==> src/rtl/core/tdw_pkg.sv <==
// Shared types and constants for the tape delay waveshaper.
`timescale 1ns / 1ps

package tdw_pkg;

   // Field widths
   localparam int SAMPLE_W    = 16;
   localparam int STORE_W     = 17;
   localparam int DELAY_W     = 15;
   localparam int GAIN_W      = 16;
   localparam int CSR_INDEX_W = 3;
   localparam int CSR_DATA_W  = 16;

   // Default ring depth in samples
   localparam int DEF_BUFFER_DEPTH = 32768;

   // Register map
   typedef enum logic [CSR_INDEX_W-1:0] {
      CSR_DELAY_SAMPLES     = 3'd0,
      CSR_FEEDBACK_GAIN     = 3'd1,
      CSR_DISTORTION_AMOUNT = 3'd2,
      CSR_HISS_AMOUNT       = 3'd3,
      CSR_DISTORT_MODE      = 3'd4
   } csr_index_type;

   // Request payload
   typedef struct packed {
      logic signed [SAMPLE_W-1:0] left_sample;
      logic signed [SAMPLE_W-1:0] right_sample;
      logic signed [SAMPLE_W-1:0] noise_sample;
      logic                       last_in_block;
   } req_type;

   // Result payload
   typedef struct packed {
      logic signed [SAMPLE_W-1:0] output_sample;
      logic                       last_out;
   } rsp_type;

   // Control registers
   typedef struct packed {
      logic [DELAY_W-1:0] delay_samples;
      logic [GAIN_W-1:0]  feedback_gain;
      logic [GAIN_W-1:0]  distortion_amount;
      logic [GAIN_W-1:0]  hiss_amount;
      logic               distort_mode;
   } cfg_type;

   localparam cfg_type CFG_RESET = '{
      delay_samples:     15'd4410,
      feedback_gain:     16'd0,
      distortion_amount: 16'd0,
      hiss_amount:       16'd0,
      distort_mode:      1'b0
   };

   // Datapath to ring access commands
   typedef struct packed {
      logic                      wr_en;
      logic                      rd_en;
      logic signed [STORE_W-1:0] wdata;
   } ring_cmd_type;

   // Top level to datapath control
   typedef struct packed {
      logic start;
      logic out_free;
   } dp_ctrl_type;

   // Datapath to top level status
   typedef struct packed {
      logic idle;
      logic rsp_load;
   } dp_status_type;

endpackage

==> src/rtl/core/tdw_datapath.sv <==
// Sample sequencer: feedback, shaper curves and mix on one shared multiplier.
`timescale 1ns / 1ps

module tdw_datapath (
   input  logic                              clock,
   input  logic                              reset,
   input  tdw_pkg::dp_ctrl_type              ctrl,
   input  tdw_pkg::req_type                  req,
   input  tdw_pkg::cfg_type                  cfg,
   input  logic signed [tdw_pkg::STORE_W-1:0] tap,
   output tdw_pkg::ring_cmd_type             ring_cmd,
   output tdw_pkg::dp_status_type            status,
   output tdw_pkg::rsp_type                  rsp
);
   import tdw_pkg::*;

   localparam int MUL_W  = 33;
   localparam int PROD_W = 64;

   // Fixed point constants
   localparam logic signed [MUL_W-1:0] K_LOG2_10   = 33'sd217706;
   localparam logic signed [MUL_W-1:0] K_LOG2_9    = 33'sd207744;
   localparam logic signed [MUL_W-1:0] K_LN2       = 33'sd744261118;
   localparam logic signed [MUL_W-1:0] K_TRI_NEG   = 33'sd58982;
   localparam logic signed [MUL_W-1:0] K_TRI_GAIN  = 33'sd78643;
   localparam logic signed [MUL_W-1:0] K_TRI_NGAIN = -33'sd78643;
   localparam logic signed [MUL_W-1:0] K_PENT_GAIN = 33'sd72811;
   localparam logic signed [MUL_W-1:0] K_HISS      = 33'sd983;
   localparam logic [30:0]             Q30_ONE     = 31'h4000_0000;
   localparam logic [4:0]              SHIFT_LIMIT = 5'd31;
   localparam logic [2:0]              TERMS       = 3'd6;

   typedef enum logic [4:0] {
      S_IDLE, S_WRITE, S_READ, S_TAP, S_FB, S_NOISE, S_HISS, S_DRY,
      S_SQ, S_NEG, S_TRIG, S_Z, S_Y, S_T1, S_T2, S_T3, S_P, S_PM,
      S_MAG, S_WET, S_OUT
   } state_type;

   // Reciprocal of the series term index, exact for 30-bit dividends
   function automatic logic [30:0] term_recip(input logic [2:0] k);
      logic [30:0] m;
      unique case (k)
         3'd3:    m = 31'd1431655766;
         3'd5:    m = 31'd1717986919;
         3'd6:    m = 31'd1431655766;
         default: m = Q30_ONE;
      endcase
      return m;
   endfunction

   function automatic logic [5:0] term_shift(input logic [2:0] k);
      logic [5:0] s;
      unique case (k)
         3'd2:       s = 6'd31;
         3'd3, 3'd4: s = 6'd32;
         3'd5, 3'd6: s = 6'd33;
         default:    s = 6'd30;
      endcase
      return s;
   endfunction

   state_type                  state_ff;
   logic signed [STORE_W-1:0]  mix_ff;
   logic signed [SAMPLE_W-1:0] noise_ff;
   logic                       last_ff;
   logic signed [18:0]         x_ff;
   logic signed [39:0]         acc_ff;
   logic [4:0]                 n_ff;
   logic [29:0]                y_ff;
   logic [30:0]                t_ff;
   logic [2:0]                 k_ff;
   logic [30:0]                om_ff;
   logic signed [PROD_W-1:0]   prod_ff;

   logic signed [MUL_W-1:0]    mul_a;
   logic signed [MUL_W-1:0]    mul_b;
   logic signed [2*MUL_W-1:0]  mul_full;
   logic                       x_pos;
   logic [18:0]                ax;
   logic [16:0]                dry_gain;
   logic signed [MUL_W-1:0]    d_pos;
   logic signed [MUL_W-1:0]    d_neg;
   logic [61:0]                quot_wide;
   logic [29:0]                quot;
   logic [30:0]                pow_raw;
   logic [30:0]                pow_cap;
   logic signed [23:0]         res_wide;
   logic signed [SAMPLE_W-1:0] res_sat;

   assign x_pos    = !x_ff[18] && (x_ff != '0);
   assign ax       = x_ff[18] ? 19'(-x_ff) : x_ff;
   assign dry_gain = 17'h1_0000 - {1'b0, cfg.distortion_amount};
   assign d_pos    = {17'b0, cfg.distortion_amount};
   assign d_neg    = -d_pos;

   // Shared multiplier operand selection
   always_comb begin
      mul_a = '0;
      mul_b = '0;
      unique case (state_ff)
         S_TAP: begin
            mul_a = MUL_W'(tap);
            mul_b = {17'b0, cfg.feedback_gain};
         end
         S_FB: begin
            mul_a = MUL_W'(noise_ff);
            mul_b = {17'b0, cfg.hiss_amount};
         end
         S_NOISE: begin
            mul_a = prod_ff[32:0];
            mul_b = K_HISS;
         end
         S_HISS: begin
            mul_a = MUL_W'(x_ff);
            mul_b = {16'b0, dry_gain};
         end
         S_DRY: begin
            if (cfg.distort_mode) begin
               mul_a = {14'b0, ax};
               mul_b = x_pos ? K_LOG2_10 : K_LOG2_9;
            end else begin
               mul_a = MUL_W'(x_ff);
               mul_b = MUL_W'(x_ff);
            end
         end
         S_SQ: begin
            mul_a = {13'b0, prod_ff[34:15]};
            mul_b = x_pos ? K_TRI_GAIN : K_TRI_NEG;
         end
         S_NEG: begin
            mul_a = {13'b0, prod_ff[35:16]};
            mul_b = K_TRI_NGAIN;
         end
         S_TRIG: begin
            mul_a = MUL_W'($signed(prod_ff[37:16]));
            mul_b = d_pos;
         end
         S_Z: begin
            mul_a = {17'b0, prod_ff[30:15]};
            mul_b = K_LN2;
         end
         S_T1: begin
            mul_a = {3'b0, y_ff};
            mul_b = {2'b0, t_ff};
         end
         S_T2: begin
            mul_a = {3'b0, prod_ff[59:30]};
            mul_b = {2'b0, term_recip(k_ff)};
         end
         S_PM: begin
            mul_a = {2'b0, om_ff};
            mul_b = K_PENT_GAIN;
         end
         S_MAG: begin
            mul_a = {17'b0, prod_ff[46:31]};
            mul_b = x_pos ? d_pos : d_neg;
         end
         default: begin
         end
      endcase
   end

   assign mul_full = mul_a * mul_b;

   // Series term quotient and power of two scaling
   assign quot_wide = prod_ff[61:0] >> term_shift(k_ff);
   assign quot      = quot_wide[29:0];
   assign pow_raw   = (n_ff == SHIFT_LIMIT) ? '0 : (t_ff >> n_ff);
   assign pow_cap   = (pow_raw > Q30_ONE) ? Q30_ONE : pow_raw;

   // Output scaling and saturation
   assign res_wide = acc_ff[39:16];
   always_comb begin
      if (res_wide > 24'sd32767) begin
         res_sat = 16'sh7FFF;
      end else if (res_wide < -24'sd32768) begin
         res_sat = -16'sh8000;
      end else begin
         res_sat = res_wide[15:0];
      end
   end

   // Sequencer state and working registers
   always_ff @(posedge clock) begin
      prod_ff <= mul_full[PROD_W-1:0];
      if (reset) begin
         state_ff <= S_IDLE;
      end else begin
         unique case (state_ff)
            S_IDLE: begin
               if (ctrl.start) begin
                  mix_ff   <= STORE_W'(req.left_sample) + STORE_W'(req.right_sample);
                  noise_ff <= req.noise_sample;
                  last_ff  <= req.last_in_block;
                  state_ff <= S_WRITE;
               end
            end
            S_WRITE: state_ff <= S_READ;
            S_READ:  state_ff <= S_TAP;
            S_TAP:   state_ff <= S_FB;
            S_FB: begin
               x_ff     <= {{2{mix_ff[16]}}, mix_ff} + prod_ff[34:16];
               state_ff <= S_NOISE;
            end
            S_NOISE: state_ff <= S_HISS;
            S_HISS: begin
               acc_ff   <= prod_ff[55:16];
               state_ff <= S_DRY;
            end
            S_DRY: begin
               acc_ff   <= acc_ff + prod_ff[39:0];
               state_ff <= cfg.distort_mode ? S_Z : S_SQ;
            end
            S_SQ:   state_ff <= x_pos ? S_TRIG : S_NEG;
            S_NEG:  state_ff <= S_TRIG;
            S_TRIG: state_ff <= S_WET;
            S_Z: begin
               n_ff     <= prod_ff[35:31];
               state_ff <= S_Y;
            end
            S_Y: begin
               y_ff     <= prod_ff[45:16];
               t_ff     <= Q30_ONE;
               k_ff     <= TERMS;
               state_ff <= S_T1;
            end
            S_T1: state_ff <= S_T2;
            S_T2: state_ff <= S_T3;
            S_T3: begin
               t_ff     <= Q30_ONE - {1'b0, quot};
               k_ff     <= k_ff - 3'd1;
               state_ff <= (k_ff == 3'd1) ? S_P : S_T1;
            end
            S_P: begin
               om_ff    <= Q30_ONE - pow_cap;
               state_ff <= S_PM;
            end
            S_PM:  state_ff <= S_MAG;
            S_MAG: state_ff <= S_WET;
            S_WET: begin
               acc_ff   <= acc_ff + prod_ff[39:0];
               state_ff <= S_OUT;
            end
            S_OUT: begin
               if (ctrl.out_free) begin
                  state_ff <= S_IDLE;
               end
            end
            default: state_ff <= S_IDLE;
         endcase
      end
   end

   // Ring access: store the mono sum, then fetch the tap
   assign ring_cmd.wr_en = (state_ff == S_WRITE);
   assign ring_cmd.rd_en = (state_ff == S_READ);
   assign ring_cmd.wdata = mix_ff;

   assign status.idle     = (state_ff == S_IDLE);
   assign status.rsp_load = (state_ff == S_OUT) && ctrl.out_free;

   assign rsp.output_sample = res_sat;
   assign rsp.last_out      = last_ff;

endmodule

==> config.mk <==
export PLATFORM = sky130hd
export DESIGN_NAME = tdw_datapath
export DESIGN_NICKNAME = d
export VERILOG_FILES = /design/src/rtl/core/tdw_pkg.sv /design/src/rtl/core/tdw_datapath.sv
export SDC_FILE = /design/constraint.sdc
export NUM_CORES = 2
export LEC_CHECK = 0
export ABC_AREA = 1
export BUFFER_PORTS_ARGS = -buffer_cell sky130_fd_sc_hd__buf_2
export CORE_ASPECT_RATIO = 1.4
export CORE_UTILIZATION = 30
export DETAILED_ROUTE_END_ITERATION = 6
export HOLD_SLACK_MARGIN = 0.12
export PLACE_DENSITY = 0.42
export SYNTH_ARGS = -nofsm -noshare
export SYNTH_HDL_FRONTEND = slang
export SYNTH_SLANG_ARGS = --single-unit
==> constraint.sdc <==
create_clock -name clock -period 21.8 [get_ports clock]
set_input_delay 0 -clock clock [delete_from_list [all_inputs] [get_ports clock]]
set_output_delay 0 -clock clock [all_outputs]
set_load 0.01 [all_outputs]
==> out/results.ini <==
[run_status]
status=completed

[global_routing]
grt_max_degree=62
antenna_found_initial=4
grt_pass1_wl_um=336000
overflow=0
track_usage_pct=23.71
grt_pass1_vias=51230

[synthesis]
synthArstFlopShare_pct=0
synth_compound_area_share_pct=7.866
synth-xor-area-share_pct=2.409
synthMuxAreaShare_pct=0
synth.distinct_cells=66
synth_edf_count=193
yosysMostFrequentCell=inv_1
synth_fa_ha_area_share_pct=45.06
syn_area_um2=57090
synth_top_area_share_pct=38.68
ys_warn_count=0
synth_simple_gate_area_share_pct=18.06
syn_nets=8652
syn_inst=7124
avgSynthCellArea_um2=8.014
synth_common_cells=inv_1 (1,769), nand2_1 (1,358), fa_1 (1,103), nor2_1 (668), nand3_1 (292)
synth-seq-cells=260
synth_top_family_by_area=adder cells
ys_seq_area_share_pct=12.50
ys.flop_type=edfxtp_1
synthTopCellsByArea=fa_1 (39%), inv_1 (12%), edfxtp_1 (10%), nand2_1 (8.9%), ha_1 (6.4%)
yosysTopAreaCell=fa_1

[job]
drv_cap=0

[final_layout]
fin_nets=8777
drive_above_1_share_pct=6.163
final.fill_count=20380
syn2layout_area_growth_pct=9.632
seq_area_um2=7137
multiInputGateArea_um2=42030

[timing]
worst_pin_slew_ns=1.070
clock-skew-final_ns=0.03319
min_period_ns=11.90
slew_violations=0
final-setup-viol-count=0
final.period_utilization_pct=54.60
fmax_mhz=84.01
rsz0062_at_grt=no
slew_headroom_pct=28.29
hold_viol=0
setup_ws_ns=9.897
fin_tns_setup_ns=0

[detailed_routing]
vias=47460
avgRoutedWirePerCell_um=23.09
firstDrtPassIters=7
met3_wirelength_um=7013
routed_wl_um=225200
wl_met1_um=85320
drc=0
post_drt_via_cell_ratio=4.866
drtIter0Drc=2901
antenna_left=0
dr_wl_met2_um=120900
routed.top_layer=met5

[pwr]
pwr_density_cell_nw_per_um2=38.48
p_leak_nw=31.55
peakVddDrop_mv=0.07466

[setup_path]
cpPeakStageDelay_ns=1.02
slowest_stage=fa_1
cp_max_fo=22
worstSetupPathType=register to register
worstSetupStartpointType=register
worstPathRequired_ns=22.33
cp.arrival_ns=12.44
end_kind=register
cpMostUsedCell=fa_1

[clock_network]
clkTransAtPathRegs_ns=0.08
cts_buffer_depth=3
cts_tree=yes
cts_setup_buffers=0
cts_buffers=26
clock_sinks=260
cts-root-buf=clkbuf_16
htreeDepth=1
clk_latency_ns=0.61

[floorplanning]
core_um2=189200
fp-row-count=189
die_area_um2=192100
start_util_pct=30.18
dieWidth_um=370.7
io_pins=172
die_y_um=518.2

[placement]
place.port_buffers=156
hpwlAfterDp_um=190600
routabilityCongestion=0.9589
pre_cts_ws_ns=10.11

[worst_hold_path]
hold_class=primary input to register

-- through the flow --
stage | hold slack, ns | instances | power (mW) | area (µm²) | util, %
global route | 0.2028 | 9753 | 2.532 | 62590 | 33.08
CTS | 0.1248 | 9752 | 2.422 | 62580 | 33.08
floorplan | 0.09887 | 7124 | 1.333 | 57090 | -
finish | 0.1819 | 9754 | 2.408 | 62590 | 33.08
global placement | 0.1776 | 9613 | 1.878 | 60760 | 32.12
detailed placement | 0.1781 | 9613 | 1.875 | 60760 | 32.12
-- sequential cells by signal, summed over array words and instances (netlist names) --
name,count
om_ff,31
x_ff,19
k_ff,3
y_ff,30
n_ff,5
t_ff,31
prod_ff,62
acc_ff,40
state_ff,5
mix_ff,17
last_ff,1
noise_ff,16
-- power by group --
| group | internal (mW) | total, mW | switching (mW) |
|---|---|---|---|
| sequential | 0.584 | 0.654 | 0.0695 |
| combinational | 0.346 | 1.24 | 0.898 |
| clock | 0.282 | 0.511 | 0.229 |
| total | 1.21 | 2.41 | 1.20 |
-- timing repair --
action,4_1_cts,5_1_grt
hold buffers,91,0
gates resized for setup,0,0
endpoints found under the hold margin,74,0
-- placed cells by master, fill, tap and decap left out, types with 19 or more instances in the layout --
| cell | netlist | routed |
|---|---|---|
| dfxtp_1 | 67 | 67 |
| xnor2_1 | 55 | 55 |
| ha_1 | 291 | 291 |
| a21oi_1 | 228 | 227 |
| buf_4 | 11 | 119 |
| a31oi_1 | 32 | 32 |
| inv_1 | 1769 | 1769 |
| buf_2 | 132 | 156 |
| nand2_1 | 1358 | 1358 |
| nand4_1 | 43 | 43 |
| nor3_1 | 43 | 39 |
| o22ai_1 | 35 | 35 |
| o21ai_0 | 210 | 209 |
| xor2_1 | 102 | 102 |
| a211oi_1 | 20 | 19 |
| nand3_1 | 292 | 292 |
| a221oi_1 | 31 | 31 |
| clkbuf_16 | 0 | 27 |
| nor2_1 | 668 | 662 |
| fa_1 | 1103 | 1103 |
| edfxtp_1 | 193 | 193 |
| inv_2 | 40 | 40 |
| dlygate4sd3_1 | 0 | 91 |
-- path summary, 6_finish.rpt --
| path | start | endpoint | slack (ns) | cells past startpoint |
|---|---|---|---|---|
| worst max register to register | state_ff[1] | prod_ff[61] | 9.90 | 34 |
| worst min register to register | prod_ff[40] | y_ff[24] | 0.57 | 0 |
| worst min-delay path | cfg[2] | prod_ff[1] | 0.18 | 7 |
| worst max-delay path | state_ff[1] | prod_ff[61] | 9.90 | 34 |
-- cell families (layout without fill, tap and decap cells) --
family,Yosys count,count (layout)
other cells,0,2
buf+inv,2083,2228
fa+ha+maj,1394,1394
flops,260,260
simple gates,2493,2493
xor+xnor,157,157
compound gates,737,737
-- metal layers --
layer | up-vias | global-route usage (%)
li1 | 21690 | -
met1 | 24260 | 27.07
met2 | 1184 | 44.71
met3 | 324 | 1.340
met4 | 2 | 10.69
met5 | - | 0
-- critical path, delay by kind of cell (launching register included) --
family	cells	cell delay, ns
adders and majority gates	9	5.26
buffers and inverters	11	2.75
and+or+nand+nor	9	1.94
AOI/OAI and AO/OA	5	1.32
DFF	1	0.48
-- cell type report --
type	instances	area share (%)
inverters	1814	10.88
well taps	2483	4.964
multi-input cells	4781	67.16
clock buffers	33	1.147
clock inverters	15	0.3099
repair buffers	366	4.130
flip-flops and latches	260	11.40
diodes	2	0.007996
(Power assumes the default switching activity.)
